## src/hdl/rebq_pkg.sv

```systemverilog
// ---------------------------------------------------------------------------
// rebq_pkg
// Shared types and constants for the rotary encoder and button qualifier.
// ---------------------------------------------------------------------------
`default_nettype none

package rebq_pkg;

    typedef struct packed {
        logic pin_a;
        logic pin_b;
        logic switch_raw;
    } t_in_word;

    typedef struct packed {
        logic signed [1:0]  step_dir;
        logic signed [15:0] position;
        logic               button_down;
        logic               press_event;
        logic               hold_event;
    } t_out_word;

    typedef struct packed {
        logic button_down;
        logic press_event;
        logic hold_event;
    } t_sw_flags;

    localparam logic signed [1:0] DIR_NONE = 2'sb00;
    localparam logic signed [1:0] DIR_FWD  = 2'sb01;
    localparam logic signed [1:0] DIR_BWD  = 2'sb11;

    localparam logic [3:0] QC_FWD_0 = 4'b0001;
    localparam logic [3:0] QC_FWD_1 = 4'b0111;
    localparam logic [3:0] QC_FWD_2 = 4'b1110;
    localparam logic [3:0] QC_FWD_3 = 4'b1000;
    localparam logic [3:0] QC_BWD_0 = 4'b0010;
    localparam logic [3:0] QC_BWD_1 = 4'b0100;
    localparam logic [3:0] QC_BWD_2 = 4'b1101;
    localparam logic [3:0] QC_BWD_3 = 4'b1011;

    localparam logic       REG_DEBOUNCE = 1'b0;
    localparam logic       REG_HOLD     = 1'b1;

    localparam logic [15:0] DEBOUNCE_RESET = 16'd50;
    localparam logic [15:0] HOLD_RESET     = 16'd1000;

    function automatic logic signed [1:0] quad_dir(input logic [3:0] code);
        logic signed [1:0] d;
        case (code)
            QC_FWD_0, QC_FWD_1, QC_FWD_2, QC_FWD_3: d = DIR_FWD;
            QC_BWD_0, QC_BWD_1, QC_BWD_2, QC_BWD_3: d = DIR_BWD;
            default:                                d = DIR_NONE;
        endcase
        return d;
    endfunction

endpackage

`default_nettype wire

```

## src/hdl/rebq_quad.sv

```systemverilog
// ---------------------------------------------------------------------------
// rebq_quad
// Quadrature decoder: previous/current AB pair to direction and position.
// ---------------------------------------------------------------------------
`default_nettype none

module rebq_quad
    import rebq_pkg::*;
#(
    parameter int POSITION_WIDTH = 16
) (
    input  wire logic               i_clk,
    input  wire logic               i_rst_n,
    input  wire logic               i_adv,
    input  wire logic               i_pin_a,
    input  wire logic               i_pin_b,
    output logic signed [1:0]       o_step_dir,
    output logic signed [15:0]      o_position
);

    localparam int EXT_W = (POSITION_WIDTH > 16) ? POSITION_WIDTH : 16;

    logic [1:0]                r_prev_ab;
    logic [POSITION_WIDTH-1:0] r_count;
    logic [1:0]                n_prev_ab;
    logic [POSITION_WIDTH-1:0] n_count;
    logic [EXT_W-1:0]          pos_ext;

    always_comb begin
        n_prev_ab  = {i_pin_a, i_pin_b};
        o_step_dir = quad_dir({r_prev_ab, n_prev_ab});
        n_count    = r_count + {{(POSITION_WIDTH-2){o_step_dir[1]}}, o_step_dir};
        pos_ext    = EXT_W'(n_count);
        o_position = pos_ext[15:0];
    end

    always_ff @(posedge i_clk) begin
        if (!i_rst_n) begin
            r_prev_ab <= '0;
            r_count   <= '0;
        end else if (i_adv) begin
            r_prev_ab <= n_prev_ab;
            r_count   <= n_count;
        end
    end

endmodule

`default_nettype wire

```

## src/hdl/rebq_switch.sv

```systemverilog
// ---------------------------------------------------------------------------
// rebq_switch
// Push switch debounce, press edge and one-shot hold timing.
// ---------------------------------------------------------------------------
`default_nettype none

module rebq_switch
    import rebq_pkg::*;
#(
    parameter int TIMER_WIDTH = 16
) (
    input  wire logic        i_clk,
    input  wire logic        i_rst_n,
    input  wire logic        i_adv,
    input  wire logic        i_switch_raw,
    input  wire logic [15:0] i_debounce_ticks,
    input  wire logic [15:0] i_hold_ticks,
    output t_sw_flags        o_flags
);

    localparam int CMP_W = (TIMER_WIDTH > 16) ? TIMER_WIDTH : 16;

    logic                   r_prev_raw;
    logic                   r_stable;
    logic [TIMER_WIDTH-1:0] r_quiet;
    logic                   r_hold_active;
    logic                   r_hold_fired;
    logic [TIMER_WIDTH-1:0] r_elapsed;

    logic                   n_stable;
    logic [TIMER_WIDTH-1:0] n_quiet;
    logic                   n_hold_active;
    logic                   n_hold_fired;
    logic [TIMER_WIDTH-1:0] n_elapsed;
    logic                   hold_ev;

    always_comb begin
        if (i_switch_raw != r_prev_raw) begin
            n_quiet = '0;
        end else if (r_quiet == '1) begin
            n_quiet = r_quiet;
        end else begin
            n_quiet = r_quiet + 1'b1;
        end

        if (CMP_W'(n_quiet) > CMP_W'(i_debounce_ticks)) begin
            n_stable = i_switch_raw;
        end else begin
            n_stable = r_stable;
        end

        n_hold_active = r_hold_active;
        n_hold_fired  = r_hold_fired;
        n_elapsed     = r_elapsed;
        hold_ev       = 1'b0;
        if (!i_switch_raw) begin
            if (!r_hold_active) begin
                n_hold_active = 1'b1;
                n_hold_fired  = 1'b0;
                n_elapsed     = '0;
            end else if (r_elapsed != '1) begin
                n_elapsed = r_elapsed + 1'b1;
            end
            if (!n_hold_fired && (CMP_W'(n_elapsed) >= CMP_W'(i_hold_ticks))) begin
                n_hold_fired = 1'b1;
                hold_ev      = 1'b1;
            end
        end else begin
            n_hold_active = 1'b0;
            n_hold_fired  = 1'b0;
        end

        o_flags.button_down = !n_stable;
        o_flags.press_event = r_stable && !n_stable;
        o_flags.hold_event  = hold_ev;
    end

    always_ff @(posedge i_clk) begin
        if (!i_rst_n) begin
            r_prev_raw    <= 1'b1;
            r_stable      <= 1'b1;
            r_quiet       <= '0;
            r_hold_active <= 1'b0;
            r_hold_fired  <= 1'b0;
            r_elapsed     <= '0;
        end else if (i_adv) begin
            r_prev_raw    <= i_switch_raw;
            r_stable      <= n_stable;
            r_quiet       <= n_quiet;
            r_hold_active <= n_hold_active;
            r_hold_fired  <= n_hold_fired;
            r_elapsed     <= n_elapsed;
        end
    end

endmodule

`default_nettype wire

```

## src/hdl/rotary_encoder_button_qualifier.sv

```systemverilog
// ---------------------------------------------------------------------------
// rotary_encoder_button_qualifier
// Quadrature decoder with debounced push switch, one sample word per tick while the output is not stalled.
// ---------------------------------------------------------------------------
// Channel   Direction  Handshake                 Word
// in        input      i_in_valid / o_in_ready    t_in_word  i_in_data
// out       output     o_out_valid / i_out_ready  t_out_word o_out_data
// cfg       input      APB psel/penable/pready    32-bit, two registers
//
// A word accepted at a clock edge has its result registered at that same edge,
// and a new word is taken every cycle while i_out_ready is high.
// o_in_ready is high when the result register is empty or being drained.
// Synchronous active-low reset resets all state but the output data word; registers return to 50/1000.
// ---------------------------------------------------------------------------
`default_nettype none

module rotary_encoder_button_qualifier
    import rebq_pkg::*;
#(
    parameter int POSITION_WIDTH = 16,
    parameter int TIMER_WIDTH    = 16
) (
    input  wire logic        i_clk,
    input  wire logic        i_rst_n,
    input  wire logic        i_in_valid,
    output logic             o_in_ready,
    input  wire t_in_word    i_in_data,
    output logic             o_out_valid,
    input  wire logic        i_out_ready,
    output t_out_word        o_out_data,
    input  wire logic        psel,
    input  wire logic        penable,
    input  wire logic        pwrite,
    input  wire logic [2:0]  paddr,
    input  wire logic [31:0] pwdata,
    output logic [31:0]      prdata,
    output logic             pready
);

    logic [15:0]       r_debounce;
    logic [15:0]       r_hold;
    logic              r_out_valid;
    t_out_word         r_out_data;
    t_out_word         n_out_data;

    logic              adv;
    logic              cfg_wr;
    logic signed [1:0] step_dir;
    logic [15:0]       position;
    t_sw_flags         sw_flags;

    assign pready      = 1'b1;
    assign cfg_wr      = psel && penable && pwrite;
    assign prdata      = (paddr[2] == REG_HOLD) ? {16'd0, r_hold} : {16'd0, r_debounce};
    assign o_in_ready  = !r_out_valid || i_out_ready;
    assign adv         = i_in_valid && o_in_ready;
    assign o_out_valid = r_out_valid;
    assign o_out_data  = r_out_data;

    rebq_quad #(
        .POSITION_WIDTH(POSITION_WIDTH)
    ) u_quad (
        .i_clk      (i_clk),
        .i_rst_n    (i_rst_n),
        .i_adv      (adv),
        .i_pin_a    (i_in_data.pin_a),
        .i_pin_b    (i_in_data.pin_b),
        .o_step_dir (step_dir),
        .o_position (position)
    );

    rebq_switch #(
        .TIMER_WIDTH(TIMER_WIDTH)
    ) u_switch (
        .i_clk            (i_clk),
        .i_rst_n          (i_rst_n),
        .i_adv            (adv),
        .i_switch_raw     (i_in_data.switch_raw),
        .i_debounce_ticks (r_debounce),
        .i_hold_ticks     (r_hold),
        .o_flags          (sw_flags)
    );

    always_comb begin
        n_out_data.step_dir    = step_dir;
        n_out_data.position    = position;
        n_out_data.button_down = sw_flags.button_down;
        n_out_data.press_event = sw_flags.press_event;
        n_out_data.hold_event  = sw_flags.hold_event;
    end

    always_ff @(posedge i_clk) begin
        if (!i_rst_n) begin
            r_debounce <= DEBOUNCE_RESET;
            r_hold     <= HOLD_RESET;
        end else if (cfg_wr) begin
            case (paddr[2])
                REG_DEBOUNCE: r_debounce <= pwdata[15:0];
                REG_HOLD:     r_hold     <= pwdata[15:0];
                default:      r_hold     <= r_hold;
            endcase
        end
    end

    always_ff @(posedge i_clk) begin
        if (!i_rst_n) begin
            r_out_valid <= 1'b0;
        end else if (adv) begin
            r_out_valid <= 1'b1;
        end else if (i_out_ready) begin
            r_out_valid <= 1'b0;
        end
    end

    always_ff @(posedge i_clk) begin
        if (adv) begin
            r_out_data <= n_out_data;
        end
    end

endmodule

`default_nettype wire
```

## config.mk

```make
export PLATFORM = sky130hd
export DESIGN_NAME = rotary_encoder_button_qualifier
export DESIGN_NICKNAME = d
export VERILOG_FILES = /design/src/hdl/rebq_pkg.sv /design/src/hdl/rebq_quad.sv /design/src/hdl/rebq_switch.sv /design/src/hdl/rotary_encoder_button_qualifier.sv
export SDC_FILE = /design/constraint.sdc
export NUM_CORES = 1
export LEC_CHECK = 0
export BUFFER_PORTS_ARGS = -buffer_cell sky130_fd_sc_hd__buf_2
export CORE_MARGIN = 5
export CORE_UTILIZATION = 45
export CTS_BUF_LIST = sky130_fd_sc_hd__clkbuf_8
export DETAILED_ROUTE_END_ITERATION = 16
export GPL_ROUTABILITY_DRIVEN = 0
export PLACE_DENSITY = 0.68
export RECOVER_POWER = 50
export SYNTH_ARGS = -nofsm -noshare
export SYNTH_HDL_FRONTEND = slang
export SYNTH_SLANG_ARGS = --single-unit
```

## constraint.sdc

```tcl
create_clock -name i_clk -period 4.6 [get_ports i_clk]
set_input_delay 0 -clock i_clk [delete_from_list [all_inputs] [get_ports i_clk]]
set_output_delay 0 -clock i_clk [all_outputs]
set_load 0.02 [all_outputs]
```

==> impl_metrics.ini <==
[timing]
finalClockSkew_ns = 0.01596
timing.hold.ws_ns = 0.1067
max_freq_ghz = 0.2771
rsz0062_at_grt = no
finalCritPeriodShare_pct = 78.44
hold_violations = 0
setup_violations = 0
fin_tns_setup_ns = 0
slew_viol_final = 0
tightest_slew_ns = 1.395
relSlewSlack_pct = 6.901
post-route-min-period_ns = 3.608

[global_routing]
grt_overflow_total = 0
grt_pass1_vias = 5188
track_usage_pct = 17.27
antenna_found_initial = 1
grt_pass1_wl_um = 25460
grt_max_degree = 43

[hold_path]
hp-class = primary input to flop

[power]
p_per_area_nw_per_um2 = 267.7
leakage_nw = 2.947
ir_drop_mv = 0.1571

[clock_tree]
post_cts_resized = 0
cts_buffer_depth = 2
htreeDepth = 3
cts_root_buf = clkbuf_8
cts_tree = yes
insertion_delay_ns = 0.39
cts_sinks = 108
post_cts_buffers = 0
clk_pin_slew_ns = 0.11
cts_buffers = 9

[detailed_routing]
drt_iter0_drc = 322
first_pass_iters = 4
drc = 0
ant_nets = 0
wl_um = 15360
vias = 5810
wl_per_cell_um = 14.09
via_per_inst = 5.330

[cells_and_area]
final_cell_mix = nand2_1, a21oi_1, dfxtp_1
fin_util_pct = 51.05
syn2layout_area_growth_pct = 10.45
fillers = 1418
stdcell_area_um2 = 7447
ff_latch_area_um2 = 2372
multi_input_area_um2 = 3949
layout-drive-gt1-share_pct = 7.514
nets = 999
final_common_cell = nand2_1

[logic_synthesis]
synth_cell_types = 70
synth_edf_count = 21
seq_area_frac_synth_pct = 35.18
synthCells = 838
postSynthAreaPerCell_um2 = 8.046
ys_seq_elements = 108
synth_ff_type = dfxtp_1
async_reset_ff_share_pct = 0
syn-cell-area_um2 = 6743
yosys_warnings = 0

[critical_path]
cp_max_fo = 9
critPathKind = flop to flop
required_ns = 4.87
startpoint_type = flop
worstPathArrival_ns = 3.88
cp-end-kind = flop

[floorplan]
core-area_um2 = 14590
initial_core_util_pct = 46.22
die-area_um2 = 17530
num_rows = 44
ios = 101
fp.dieH_um = 132.4
die_w_um = 132.4

[placement]
dp_hpwl_um = 10600
portBuffers = 65
place_area_um2 = 7111

[job]
drv_cap = 0

[run_status]
status = finished, final reports clean
[what timing repair did]
| action | in CTS | in global routing |
|---|---|---|
| endpoints found under the hold margin | 36 | 0 |
| setup endpoints to repair | 0 | 0 |
| hold buffers | 21 | 0 |
[per-stage QoR]
step / power (W) / cells / setup WS (ns)
after global routing: 0.002109 / 1090 / 0.7105
after floorplan: 0.001355 / 853 / 1.400
final: 0.001993 / 1090 / 0.9917
after global placement: 0.001442 / 1052 / 1.103
after CTS: 0.002026 / 1089 / 1.033
after detailed placement: 0.001446 / 1052 / 1.088
[worst paths after layout]
| path | start | to | slack [ns] | cells past startpoint |
|---|---|---|---|---|
| max reg2reg | u_switch.r_quiet[5] | u_switch.r_stable | 0.99 | 13 |
| min reg2reg | r_debounce[9] | r_debounce[9] | 0.46 | 2 |
| min | penable | r_debounce[2] | 0.11 | 5 |
| max | u_switch.r_quiet[5] | u_switch.r_stable | 0.99 | 13 |
[state kept, by name, summed over array words and instances, names as in the netlist, 2 cells and up]
register	cells
r_hold	16
o_out_data	21
r_debounce	16
u_switch.r_elapsed	16
u_quad.r_prev_ab	2
u_switch.r_quiet	16
u_quad.r_count	16
[per-layer routing]
layer / vias up / share of wire (%) / routed length, um / track usage [%]
li1: 3036 / - / - / -
met1: 2642 / 48 / 7420 / 24.15
met2: 116 / 45 / 6986 / 27.18
met3: 16 / 4.7 / 727 / 3.303
met4: 0 / 1.5 / 223 / 5.090
met5: - / 0 / 0 / 0
[worst max-delay path, stage by stage (launching register included)]
cell	delay [ns]
dfxtp_1	0.49
and4_4	0.32
nand4_4	0.14
nor4_2	0.44
and3_1	0.25
a31oi_1	0.11
o21a_1	0.13
ha_1	0.28
nand4_1	0.11
nor3_1	0.34
o31a_1	0.20
o31a_1	0.24
a21boi_0	0.12
a311o_1	0.31
[power breakdown]
part,internal (W),total (W),switching [W]
registers,0.00102,0.00105,0.0000211
clock network,0.000217,0.000564,0.000346
logic,0.000131,0.000384,0.000253
total,0.00137,0.00199,0.000621
[logic make-up (layout without fill, tap and decap cells)]
logic type | count (synthesis) | count (layout) | synth area share [%]
flops | 108 | 108 | 35.18
mux | 9 | 9 | 1.651
buf+inv | 104 | 156 | 7.088
other cells | 2 | 18 | 0.1114
simple gates | 304 | 304 | 21.10
fa+ha+maj | 54 | 54 | 10.13
compound gates | 221 | 221 | 20.06
xor+xnor | 36 | 36 | 4.676
[Yosys cell counts, types with 5 or more instances]
cell type | instances | area (um^2)
nand2_1 | 136 | 510.5
a21oi_1 | 88 | 440.4
dfxtp_1 | 87 | 1742
nor2_1 | 66 | 247.7
ha_1 | 53 | 663.1
o21ai_0 | 45 | 225.2
inv_1 | 43 | 161.4
clkbuf_1 | 30 | 112.6
nor3_1 | 23 | 115.1
edfxtp_1 | 21 | 630.6
nand3_1 | 18 | 90.09
xnor2_1 | 18 | 157.7
xor2_1 | 18 | 157.7
buf_4 | 17 | 127.6
nand4_1 | 13 | 81.33
o21a_1 | 13 | 97.59
a21o_1 | 10 | 75.07
a31oi_1 | 10 | 62.56
and3_1 | 10 | 62.56
o211ai_1 | 10 | 75.07
a211oi_1 | 8 | 60.06
buf_2 | 6 | 30.03
nand2b_1 | 6 | 37.54
or3_1 | 6 | 37.54
o31a_1 | 5 | 43.79
[layout make-up]
type	count	area share (%)
antenna	1	0.03360
clock inverter	6	0.6048
clock buffer	10	1.848
multi-input combinational	641	53.02
tap	184	3.091
timing repair buffer	94	7.208
sequential	108	31.85
inverter	46	2.335
Power figures use the tool's default switching activity.
